**src/hw/rtl/pott_pkg.sv**
```systemverilog
// Package for the priority-ordered task table: sizes, codes and shared types.
`timescale 1ns / 1ps
package pott_pkg;
    localparam int SLOTS_DEF = 16;
    localparam int HANDLE_BITS_DEF = 32;
    localparam int MAX_RESULTS = 16;
    localparam int LINK_W = 5;
    localparam logic [LINK_W-1:0] LINK_NONE = 5'd31;
    localparam logic [7:0] DEFAULT_PRIORITY = 8'hff;

    localparam logic [2:0] OP_CLEAR = 3'd0;
    localparam logic [2:0] OP_ADD = 3'd1;
    localparam logic [2:0] OP_DELETE = 3'd2;
    localparam logic [2:0] OP_WALK = 3'd3;
    localparam logic [2:0] OP_FIND = 3'd4;

    localparam logic [2:0] ST_OK = 3'd0;
    localparam logic [2:0] ST_FULL = 3'd1;
    localparam logic [2:0] ST_NOT_FOUND = 3'd2;
    localparam logic [2:0] ST_EMPTY = 3'd3;
    localparam logic [2:0] ST_FREE = 3'd4;

    // Result word handed from the sequencer to the output register.
    typedef struct packed {
        logic [3:0]  slot_out;
        logic [31:0] handle_out;
        logic [2:0]  status;
        logic        last;
    } t_result;
endpackage

```
**src/hw/rtl/pott_outreg.sv**
```systemverilog
// Output register holding one result word until it is taken.
`timescale 1ns / 1ps
module pott_outreg (
    input  logic               i_clk,
    input  logic               i_rst_n,
    input  logic               i_load,
    input  pott_pkg::t_result  i_res,
    input  logic [4:0]         i_count,
    output logic               o_full,
    input  logic               i_take,
    output pott_pkg::t_result  o_res,
    output logic [4:0]         o_count
);
    logic r_full;
    pott_pkg::t_result r_res;
    logic [4:0] r_count;

    always_ff @(posedge i_clk) begin
        if (!i_rst_n) begin
            r_full <= 1'b0;
        end else if (i_load) begin
            r_full <= 1'b1;
        end else if (i_take) begin
            r_full <= 1'b0;
        end
    end

    always_ff @(posedge i_clk) begin
        if (i_load) begin
            r_res <= i_res;
            r_count <= i_count;
        end
    end

    assign o_full = r_full;
    assign o_res = r_res;
    assign o_count = r_count;
endmodule

```
**src/hw/rtl/priority_ordered_task_table_core.sv**
```systemverilog
// Top level of the priority-ordered task table: slot state and the list sequencer.
//   channel | direction | fields
//   in      | input     | operation, handle, priority_req, slot
//   out     | output    | slot_out, handle_out, occupied_count, status, last
// One item is taken at a time; ready is low while it is worked on.
// Add visits one list entry per cycle and find one slot per cycle.
// Walk emits one word each time the output register has drained.
// Reset is synchronous and frees all slots at once.
// A stalled output holds the sequencer in place.
`timescale 1ns / 1ps
module priority_ordered_task_table_core #(
    parameter int SLOTS = pott_pkg::SLOTS_DEF,
    parameter int HANDLE_BITS = pott_pkg::HANDLE_BITS_DEF
) (
    input  logic        i_clk,
    input  logic        i_rst_n,
    input  logic        i_valid,
    output logic        o_ready,
    input  logic [2:0]  i_operation,
    input  logic [31:0] i_handle,
    input  logic [7:0]  i_priority_req,
    input  logic [3:0]  i_slot,
    output logic        o_valid,
    input  logic        i_ready,
    output logic [3:0]  o_slot_out,
    output logic [31:0] o_handle_out,
    output logic [4:0]  o_occupied_count,
    output logic [2:0]  o_status,
    output logic        o_last
);
    localparam int SW = $clog2(SLOTS);
    localparam int LW = pott_pkg::LINK_W;
    localparam int CW = $clog2(SLOTS + 1);
    localparam int HW = (HANDLE_BITS < 32) ? HANDLE_BITS : 32;

    typedef enum logic [5:0] {
        S_IDLE = 6'b000001,
        S_SCAN = 6'b000010,
        S_LINK = 6'b000100,
        S_WALK = 6'b001000,
        S_FIND = 6'b010000,
        S_EMIT = 6'b100000
    } t_state;

    t_state r_state, n_state;
    logic [SLOTS-1:0] r_used;
    logic [HANDLE_BITS-1:0] r_hnd [SLOTS];
    logic [7:0] r_pri [SLOTS];
    logic [LW-1:0] r_prev [SLOTS];
    logic [LW-1:0] r_next [SLOTS];
    logic [CW-1:0] r_cnt;

    logic [HANDLE_BITS-1:0] r_h;
    logic [7:0] r_p;
    logic [SW-1:0] r_new;      // slot being added
    logic [LW-1:0] r_cur;      // list cursor
    logic [CW-1:0] r_steps;
    pott_pkg::t_result r_pend, n_pend;

    logic ob_full, load, take;
    pott_pkg::t_result ld_res;

    // Lowest free slot and list head, one priority encode each.
    logic [SW-1:0] free_idx, head_idx;
    logic free_any, head_any;
    always_comb begin
        free_idx = '0;
        free_any = 1'b0;
        head_idx = '0;
        head_any = 1'b0;
        for (int k = SLOTS - 1; k >= 0; k--) begin
            if (!r_used[k]) begin
                free_idx = SW'(k);
                free_any = 1'b1;
            end
            if (r_used[k] && r_prev[k] == pott_pkg::LINK_NONE) begin
                head_idx = SW'(k);
                head_any = 1'b1;
            end
        end
    end

    logic [SW-1:0] cur;
    logic [LW-1:0] nx, cpv;
    logic nx_end;
    assign cur = r_cur[SW-1:0];
    assign nx = r_next[cur];
    assign cpv = r_prev[cur];
    assign nx_end = (nx >= LW'(SLOTS)) || !r_used[nx[SW-1:0]];

    logic [HW-1:0] cur_h;
    assign cur_h = r_hnd[cur][HW-1:0];

    logic [HANDLE_BITS-1:0] in_h;
    assign in_h = HANDLE_BITS'(i_handle);

    assign o_ready = (r_state == S_IDLE) && !ob_full;
    assign take = o_valid && i_ready;
    logic acc;
    assign acc = i_valid && o_ready;

    always_comb begin
        n_state = r_state;
        load = 1'b0;
        ld_res = r_pend;
        unique case (r_state)
            S_IDLE: if (acc) begin
                n_state = S_EMIT;
                if (i_operation == pott_pkg::OP_ADD && free_any && head_any) n_state = S_SCAN;
                if (i_operation == pott_pkg::OP_WALK && head_any) n_state = S_WALK;
                if (i_operation == pott_pkg::OP_FIND) n_state = S_FIND;
            end
            S_SCAN: if (r_p < r_pri[cur] || nx_end || r_steps == CW'(SLOTS - 1)) begin
                n_state = S_LINK;
            end
            S_LINK: n_state = S_EMIT;
            S_WALK: if (!ob_full) begin
                load = 1'b1;
                ld_res.slot_out = 4'(cur);
                ld_res.handle_out = 32'(cur_h);
                ld_res.status = pott_pkg::ST_OK;
                ld_res.last = nx_end || r_steps == CW'(SLOTS - 1)
                    || 32'(r_steps) + 1 >= pott_pkg::MAX_RESULTS;
                if (ld_res.last) n_state = S_IDLE;
            end
            S_FIND: begin
                if (r_used[cur] && r_hnd[cur] == r_h) begin
                    n_state = S_EMIT;
                end else if (r_steps == CW'(SLOTS - 1)) begin
                    n_state = S_EMIT;
                end
            end
            S_EMIT: if (!ob_full) begin
                load = 1'b1;
                n_state = S_IDLE;
            end
            default: n_state = S_IDLE;
        endcase
    end

    always_ff @(posedge i_clk) begin
        if (!i_rst_n) begin
            r_state <= S_IDLE;
        end else begin
            r_state <= n_state;
        end
    end

    // Link and flag state; handles carry no reset.
    always_ff @(posedge i_clk) begin
        if (!i_rst_n) begin
            r_used <= '0;
            r_cnt <= '0;
            for (int k = 0; k < SLOTS; k++) begin
                r_pri[k] <= pott_pkg::DEFAULT_PRIORITY;
                r_prev[k] <= pott_pkg::LINK_NONE;
                r_next[k] <= pott_pkg::LINK_NONE;
            end
        end else begin
            if (r_state == S_IDLE && acc) begin
                if (i_operation == pott_pkg::OP_CLEAR) begin
                    r_used <= '0;
                    r_cnt <= '0;
                    for (int k = 0; k < SLOTS; k++) begin
                        r_pri[k] <= pott_pkg::DEFAULT_PRIORITY;
                        r_prev[k] <= pott_pkg::LINK_NONE;
                        r_next[k] <= pott_pkg::LINK_NONE;
                    end
                end else if (i_operation == pott_pkg::OP_ADD && free_any) begin
                    r_used[free_idx] <= 1'b1;
                    r_cnt <= r_cnt + 1'b1;
                    r_pri[free_idx] <= i_priority_req;
                    r_prev[free_idx] <= pott_pkg::LINK_NONE;
                    r_next[free_idx] <= pott_pkg::LINK_NONE;
                end else if (i_operation == pott_pkg::OP_DELETE
                             && 32'(i_slot) < SLOTS && r_used[i_slot[SW-1:0]]) begin
                    r_used[i_slot[SW-1:0]] <= 1'b0;
                    r_cnt <= r_cnt - 1'b1;
                    if (r_prev[i_slot[SW-1:0]] < LW'(SLOTS))
                        r_next[r_prev[i_slot[SW-1:0]][SW-1:0]] <= r_next[i_slot[SW-1:0]];
                    if (r_next[i_slot[SW-1:0]] < LW'(SLOTS))
                        r_prev[r_next[i_slot[SW-1:0]][SW-1:0]] <= r_prev[i_slot[SW-1:0]];
                    r_prev[i_slot[SW-1:0]] <= pott_pkg::LINK_NONE;
                    r_next[i_slot[SW-1:0]] <= pott_pkg::LINK_NONE;
                    r_pri[i_slot[SW-1:0]] <= pott_pkg::DEFAULT_PRIORITY;
                end
            end
            if (r_state == S_LINK) begin
                // Insert before the cursor if it ranks lower, else after it when it is the last entry.
                if (r_p < r_pri[cur]) begin
                    r_prev[r_new] <= cpv;
                    r_next[r_new] <= r_cur;
                    if (cpv < LW'(SLOTS)) r_next[cpv[SW-1:0]] <= LW'(r_new);
                    r_prev[cur] <= LW'(r_new);
                end else if (nx_end) begin
                    r_prev[r_new] <= r_cur;
                    r_next[r_new] <= pott_pkg::LINK_NONE;
                    r_next[cur] <= LW'(r_new);
                end
            end
        end
    end

    always_ff @(posedge i_clk) begin
        if (r_state == S_IDLE && acc && i_operation == pott_pkg::OP_ADD && free_any)
            r_hnd[free_idx] <= in_h;
    end

    // Pending result word for every operation; walk uses it only when the list is empty.
    always_comb begin
        n_pend = r_pend;
        if (r_state == S_IDLE && acc) begin
            n_pend = '0;
            n_pend.last = 1'b1;
            unique case (i_operation)
                pott_pkg::OP_ADD: begin
                    if (free_any) begin
                        n_pend.slot_out = 4'(free_idx);
                        n_pend.handle_out = 32'(in_h[HW-1:0]);
                    end else begin
                        n_pend.status = pott_pkg::ST_FULL;
                    end
                end
                pott_pkg::OP_DELETE: begin
                    n_pend.slot_out = i_slot;
                    if (32'(i_slot) < SLOTS && r_used[i_slot[SW-1:0]])
                        n_pend.handle_out = 32'(r_hnd[i_slot[SW-1:0]][HW-1:0]);
                    else
                        n_pend.status = pott_pkg::ST_FREE;
                end
                pott_pkg::OP_WALK: if (!head_any) n_pend.status = pott_pkg::ST_EMPTY;
                pott_pkg::OP_FIND: n_pend.status = pott_pkg::ST_NOT_FOUND;
                default: ;
            endcase
        end else if (r_state == S_FIND && r_used[cur] && r_hnd[cur] == r_h) begin
            n_pend.slot_out = 4'(cur);
            n_pend.handle_out = 32'(cur_h);
            n_pend.status = pott_pkg::ST_OK;
        end
    end

    // Sequencer datapath.
    always_ff @(posedge i_clk) begin
        r_pend <= n_pend;
        if (r_state == S_IDLE && acc) begin
            r_h <= in_h;
            r_p <= i_priority_req;
            r_new <= free_idx;
            r_steps <= '0;
            if (i_operation == pott_pkg::OP_FIND) begin
                r_cur <= '0;
            end else begin
                r_cur <= LW'(head_idx);
            end
        end else if (r_state == S_SCAN) begin
            if (!(r_p < r_pri[cur] || nx_end || r_steps == CW'(SLOTS - 1))) begin
                r_cur <= nx;
                r_steps <= r_steps + 1'b1;
            end
        end else if (r_state == S_WALK) begin
            if (!ob_full) begin
                r_cur <= nx;
                r_steps <= r_steps + 1'b1;
            end
        end else if (r_state == S_FIND) begin
            if (!(r_used[cur] && r_hnd[cur] == r_h)) begin
                r_cur <= r_cur + 1'b1;
                r_steps <= r_steps + 1'b1;
            end
        end
    end

    pott_pkg::t_result ob_res;
    logic [4:0] ob_cnt;
    pott_outreg u_outreg (
        .i_clk   (i_clk),
        .i_rst_n (i_rst_n),
        .i_load  (load),
        .i_res   (ld_res),
        .i_count (5'(r_cnt)),
        .o_full  (ob_full),
        .i_take  (take),
        .o_res   (ob_res),
        .o_count (ob_cnt)
    );

    assign o_valid = ob_full;
    assign o_slot_out = ob_res.slot_out;
    assign o_handle_out = ob_res.handle_out;
    assign o_status = ob_res.status;
    assign o_last = ob_res.last;
    assign o_occupied_count = ob_cnt;
endmodule
```
**config.mk**
```make
export PLATFORM = sky130hd
export DESIGN_NAME = priority_ordered_task_table_core
export DESIGN_NICKNAME = d
export VERILOG_FILES = /design/src/hw/rtl/pott_pkg.sv /design/src/hw/rtl/pott_outreg.sv /design/src/hw/rtl/priority_ordered_task_table_core.sv
export SDC_FILE = /design/constraint.sdc
export NUM_CORES = 2
export LEC_CHECK = 0
export ABC_AREA = 1
export BUFFER_PORTS_ARGS = -buffer_cell sky130_fd_sc_hd__buf_2
export CORE_MARGIN = 2
export CORE_UTILIZATION = 30
export CTS_BUF_LIST = sky130_fd_sc_hd__clkbuf_2
export CTS_CLUSTER_DIAMETER = 150
export DETAILED_ROUTE_END_ITERATION = 10
export PLACE_DENSITY_LB_ADDON = 0.05
export SLEW_MARGIN = 5
export SYNTH_ARGS = -nofsm -noshare
export SYNTH_HDL_FRONTEND = slang
export SYNTH_SLANG_ARGS = --single-unit
```
**constraint.sdc**
```tcl
create_clock -name i_clk -period 10.2 [get_ports i_clk]
set_input_delay 2.04 -clock i_clk [delete_from_list [all_inputs] [get_ports i_clk]]
set_output_delay 2.04 -clock i_clk [all_outputs]
set_load 0.1 [all_outputs]
```
[Word level (Yosys, flattened, before mapping)]
Memories as Yosys holds them, arrays and structs flattened. A register that Yosys moved wholly into a read port is not among the register bits.
Index checks and enable logic that the tools add are counted.
Cells by class
  $add $sub $neg: 5
  order comparisons: 12
  equality and inequality tests: 40
  mux-type cells: 259
  bitwise logic cells: 54
  reduce and logical (&&, ||, !) cells: 63
Operators with widths (number)
  2-to-1 mux 5 bit: 61
  2-to-1 mux 4 bit: 50
  2-to-1 mux 8 bit: 18
  2-to-1 mux 1 bit: 101
  equality test 5 bit (second input constant): 16
  2-to-1 mux 40 bit: 2
  2-to-1 mux 39 bit: 2
  one-hot mux 36 bit (2 select lines): 1
  2-to-1 mux 6 bit: 10
  OR reduction 5 bit: 11
  bitwise OR 1 bit: 50
  2-to-1 mux 16 bit: 3
  2-to-1 mux 36 bit: 1
  one-hot mux 6 bit (6 select lines): 1
  equality test 32 bit: 1
  2-to-1 mux 32 bit: 1
  logical AND 1 bit: 31
  < comparator 4 x 5 -> 1 bit (second input constant): 4
  AND 16 bit: 1
  inverter 16 bit: 1
  bitwise OR 16 bit: 1
  OR reduction 8 bit: 2
  adder 5 x 1 -> 5 bit (second input constant): 3
  < comparator 5 bit (second input constant): 3
  37 further kinds: 58
Storage, ports and cells
  flip-flop bits (word level): 166
  memory bits (writable): 800
  bits of input ports: 51
  word-level logic and storage cells: 454
  memories: 4
Memory list
  r_hnd: depth 16, bits a word 32, rd ports 2, clocked after Yosys merged registers in 1, write ports 1, line priority_ordered_task_table_core.sv:47  | logic [HANDLE_BITS-1:0] r_hnd [SLOTS];
  r_pri: depth 16, bits a word 8, rd ports 1, clocked after Yosys merged registers in 1, write ports 16, line priority_ordered_task_table_core.sv:48  | logic [7:0] r_pri [SLOTS];
  r_next: depth 16, bits a word 5, rd ports 2, clocked after Yosys merged registers in 1, write ports 16, line priority_ordered_task_table_core.sv:50  | logic [LW-1:0] r_next [SLOTS];
  r_prev: depth 16, bits a word 5, rd ports 18, clocked after Yosys merged registers in 1, write ports 16, line priority_ordered_task_table_core.sv:49  | logic [LW-1:0] r_prev [SLOTS];

[Depth between registers and ports, before layout]
  word-level depth: 26
  depth in mapped cells: 33
  depth with buffers taken out: 25

[Modules after synthesis]
Synthesis repeated with hierarchy kept, for this count alone.
Second synthesis, totals
  cell total of the unflattened synthesis: 5398
  area total of the unflattened synthesis: 50975.1 um^2
Modules (own cells, without submodules)
  priority_ordered_task_table_core: times used 1, cells an instance 5347, area each 49580.1 um^2, sequential area each 27386.3 um^2
  pott_outreg: times used 1, cells an instance 51, area each 1395.1 um^2, sequential area each 1371.3 um^2

[Worst setup path after synthesis]
No wires, ideal clock.
  path type: reg2reg
  start point: register u_outreg.r_full, in the netlist u_outreg.o_full
  end point: memory r_hnd[13][0] (netlist name) (enable)
  library setup time: 0.502 ns
  arrival time: 7.785 ns
  data required time: 9.698 ns
  setup slack: 1.914 ns
  cell stages (with the launch flop): 8
  buffers on the path: 2
  path through: dfxtp_1 > nor2_1 > nand2_1 > inv_1 > clkbuf_1 > o211ai_1 > clkbuf_1 > nor4_1
On the way
  cells in the longest elaborated chain, start to end: 8
RTL lines
  start, declared: line pott_outreg.sv:14  | logic r_full;
  start signal, assigned: line pott_outreg.sv:20  | r_full <= 1'b0;
  start signal, assigned: line pott_outreg.sv:22  | r_full <= 1'b1;
  start signal, assigned: line pott_outreg.sv:24  | r_full <= 1'b0;
  logical NOT 1 bit
  logical AND 1 bit: line priority_ordered_task_table_core.sv:97  | assign o_ready = (r_state == S_IDLE) && !ob_full;
  net o_ready: line priority_ordered_task_table_core.sv:18  | output logic o_ready,
  logical AND 1 bit: line priority_ordered_task_table_core.sv:100  | assign acc = i_valid && o_ready;
  logical AND 1 bit (3 in a row): line priority_ordered_task_table_core.sv:205  | if (r_state == S_IDLE && acc && i_operation == pott_pkg::OP_ADD && free_any)
  2-to-1 mux 1 bit: line priority_ordered_task_table_core.sv:205
  2-to-1 mux 1 bit (implied by the code): line priority_ordered_task_table_core.sv:206  | r_hnd[free_idx] <= in_h;
  end, declared: line priority_ordered_task_table_core.sv:47
The timed path passes the listed nets, and every way through them passes these cells.

==> summary.txt <==
GRT
  • Initial antenna violation count: 17
  • First-pass GRT wire length: 311000 um
  • GRT Util Overall: around a quarter
  • GR Overflow Total: 0
  • Vias in the first global route: ~42000
  • Largest net degree at the start of global routing: 141

Floorplanning
  • CORE AREA: 168000 um2
  • Io pins: 98
  • Die area: 172000 um2
  • Die Span X: 415 um
  • Core Rows: 150
  • Die Y: 415 um
  • Initial Utilization: 30.3%

Finish
  • Register Area: 28800 um2
  • Final core occ: approximately 33%
  • Post-route cell area: 55600 um2
  • Fill count: 17500
  • Multi-input combinational cell area: 19000 um2
  • Final Non-Filler Cells: a little under 8000
  • Final nets: 5634
  • Commonest cells after routing, fill and taps aside: edfxtp_1 (933), nor2_1 (785), nand2_1 (755)
  • Most common cell after layout, fill and taps aside: edfxtp_1
  • Area grow syn2layout: 9.63%
  • Layout cells sized above 1: 15.0%

Placed design
  • Inst Count DP: 7473
  • GP Congestion: 0.896
  • DP HPWL: 132000 um
  • Placed Area: 53200 um2
  • PortBufs: 97

Yosys
  • Post-Syn Area per Cell: approximately 9.4 um2
  • Yosys cell types: slightly below 60
  • Area contributors post-synth: edfxtp_1 (55%), nor2_1 (5.9%), nand2_1 (5.6%), o21ai_0 (5.0%), nand3_1 (4.1%)
  • EDFF count, synth: a little over 900
  • Post-synth top area cell: edfxtp_1
  • Seq/Total Area, Yosys: 56.7%
  • Synth Area in Adders: 0.360%
  • Post-synth top area share: 55.2%
  • Mapped Nets: between 5000 and 6000
  • Top FF cell, synth: edfxtp_1
  • Largest family of logic cells by synthesized area: simple AND/OR/NAND/NOR gates
  • Cell count after synthesis: roughly 5400
  • Complex-gate fraction of the synthesized area: 16.9%
  • Post-Synth XOR/XNOR Area: 0.294%
  • Mapped Area: just over 50000 um2
  • Post-synthesis mux area share: 0%
  • Post-synthesis simple-gate area fraction: 19.5%
  • Async set-reset flop share out of synthesis: 0%
  • Yosys reg bits: 970
  • Yosys warns: 0

Worst setup path
  • FF-to-FF path depth: 19
  • WP buf/inv: 5
  • WP depth: 19
  • Top cell family by delay on the critical path: simple AND/OR/NAND/NOR gates
  • Max Fanout on Critical Path: 140
  • CP Capture Type: flop
  • CP Capture Point: r_next[8][3]
  • CP cell instances: buf_12 > buf_4 > nand2_1 > nand3_1 > nand3_1 > nand3_1 > nand2_1 > inv_1 > nand3_1 > nand3_1 > nand3_1 > nand3_2 > nand2_4 > nand2_2 > inv_2 > nor2_2 > nand3_1 > nand2_1 > inv_1
  • Worst Path Arrival: around 8000 ps
  • Crit path kind: reg2reg
  • Slowest-stage cell, CP: dfxtp_4
  • R2r endpoint: r_next[8][3]
  • Critical path's largest stage delay: 860 ps
  • Crit path top cell by count: nand3_1
  • Crit path required time: 11540 ps
  • Register-to-register setup slack: ~3500 ps
  • Worst setup SP type: flop

Route
  • WL final: 219000 um
  • Vias/cell: 5.47
  • DRC violations left: 0
  • Wire per inst: 27.5 um
  • Antenna-violating nets left: 0
  • Via count: 43500
  • DR pass1 iterations: 7
  • Initial DRC count: 3788

Clock network
  • Setup bufs post-CTS: 0
  • Clk Latency, worst-skew pair: 1730 ps
  • TritonCTS Buffers: around 300
  • Clock tree buffer depth: 4
  • CTS tree: built
  • CTS clk-pin slew, worst paths: 90 ps
  • CTS HTree Levels: 5
  • Clk sink count: 970
  • Post-cts sizing count: 0
  • Clk root buf: clkbuf_2
  • Hold_buf cts: 0

STA
  • Worst rel slew slack: 17.3%
  • Clk_skew: 151 ps
  • Setup TNS: 0 ps
  • Final Hold Fails: 0
  • Max Clk Rate: between 150 and 200 MHz
  • Slew @ Worst Pin: 1230 ps
  • Final Max Slew Viols: 0
  • Setup-failing EPs final: 0
  • Final period demand of the worst path: 6650 ps
  • WHS: 475 ps
  • RSZ-0062 raised after global routing: false
  • Part of the cycle the worst path needs: 65.2%

Hold path
  • Min-delay worst type: reg2reg

Run
  • Max Cap Viol: 0

Power
  • Max IR drop VDD: about 0.22 mV
  • P per Cell Area: about 230 nW/um2
  • Pleak: 18.9 nW

Status
  • Run status: finished clean
-- sequential cells by signal, summed over array words and instances (netlist names), named ones only --
register	count
r_cnt	5
r_cur	5
r_h	32
r_hnd	512
r_new	4
r_next	80
r_p	8
r_pend	39
r_prev	80
r_pri	128
r_state	6
r_steps	5
r_used	16
u_outreg.o_count	5
u_outreg.o_full	1
u_outreg.o_res	40
-- power by group --
part | total (W) | switching, W | internal, W
Combinational | 0.00480 | 0.00363 | 0.00117
Sequential | 0.00493 | 0.000248 | 0.00468
Clock | 0.00289 | 0.00179 | 0.00110
Total | 0.0126 | 0.00567 | 0.00695
-- worst min-delay path by stage --
stage,cells past startpoint,slack (ps),end,from
2_1_floorplan,0,430,u_outreg.o_count[2],r_cnt[2]
3_3_place_gp,2,460,r_steps[2],r_steps[2]
3_5_place_dp,0,460,u_outreg.o_count[3],r_cnt[3]
4_1_cts,1,340,r_p[0],i_priority_req[0]
5_1_grt,1,380,r_p[1],i_priority_req[1]
6_report,2,470,r_steps[2],r_steps[2]
-- per-layer routing --
metal	up-vias	track usage, %	share of wire (%)
met4	8	10.4	4.0
met2	1703	41.2	48
met3	453	3.58	5.4
met5	-	0	0.021
li1	19900	-	-
met1	21500	32.3	43
-- metrics by stage --
stage | total power, W | setup WS (ps)
after global placement | 0.00984 | 3050
after detailed placement | 0.00984 | 3070
final | 0.0126 | 3550
after floorplan | 0.00808 | 1910
after CTS | 0.0128 | 3580
after global routing | 0.0134 | 3220
-- tightest hold or removal path, stage by stage (launching register included) --
cell and delay, ps:
dfxtp_1 330, inv_1 50, a21oi_1 50
-- cells by family (layout without fill, tap and decap cells) --
kind of cell	Yosys count	count (layout)
XOR/XNOR	17	17
flip-flops	970	970
other	0	12
AO/OA/AOI/OAI	1443	1443
adder cells (fa/ha/maj)	14	14
buffers and inverters	727	1049
AND/OR/NAND/NOR	2250	2250
-- cell usage after synthesis (all sizes together) (37+ instances only) --
cell type,number
a21oi,314
a22oi,273
buf,161
clkbuf,192
dfxtp,37
edfxtp,933
inv,363
nand2,790
nand3,427
nand4,51
nor2,862
nor4,55
o211ai,123
o21ai,589
o221ai,40
o22ai,74
-- final cells by class --
| class | count | area share [%] |
|---|---|---|
| sequential | 970 | 51.7 |
| multi-input combinational | 3724 | 34.1 |
| tap | 2204 | 4.96 |
| clock buffer | 415 | 3.74 |
| inverter | 374 | 2.57 |
| timing repair buffer | 201 | 2.32 |
| clock inverter | 59 | 0.464 |
| antenna | 12 | 0.0540 |
No activity file was read; power rests on OpenSTA's default activity.
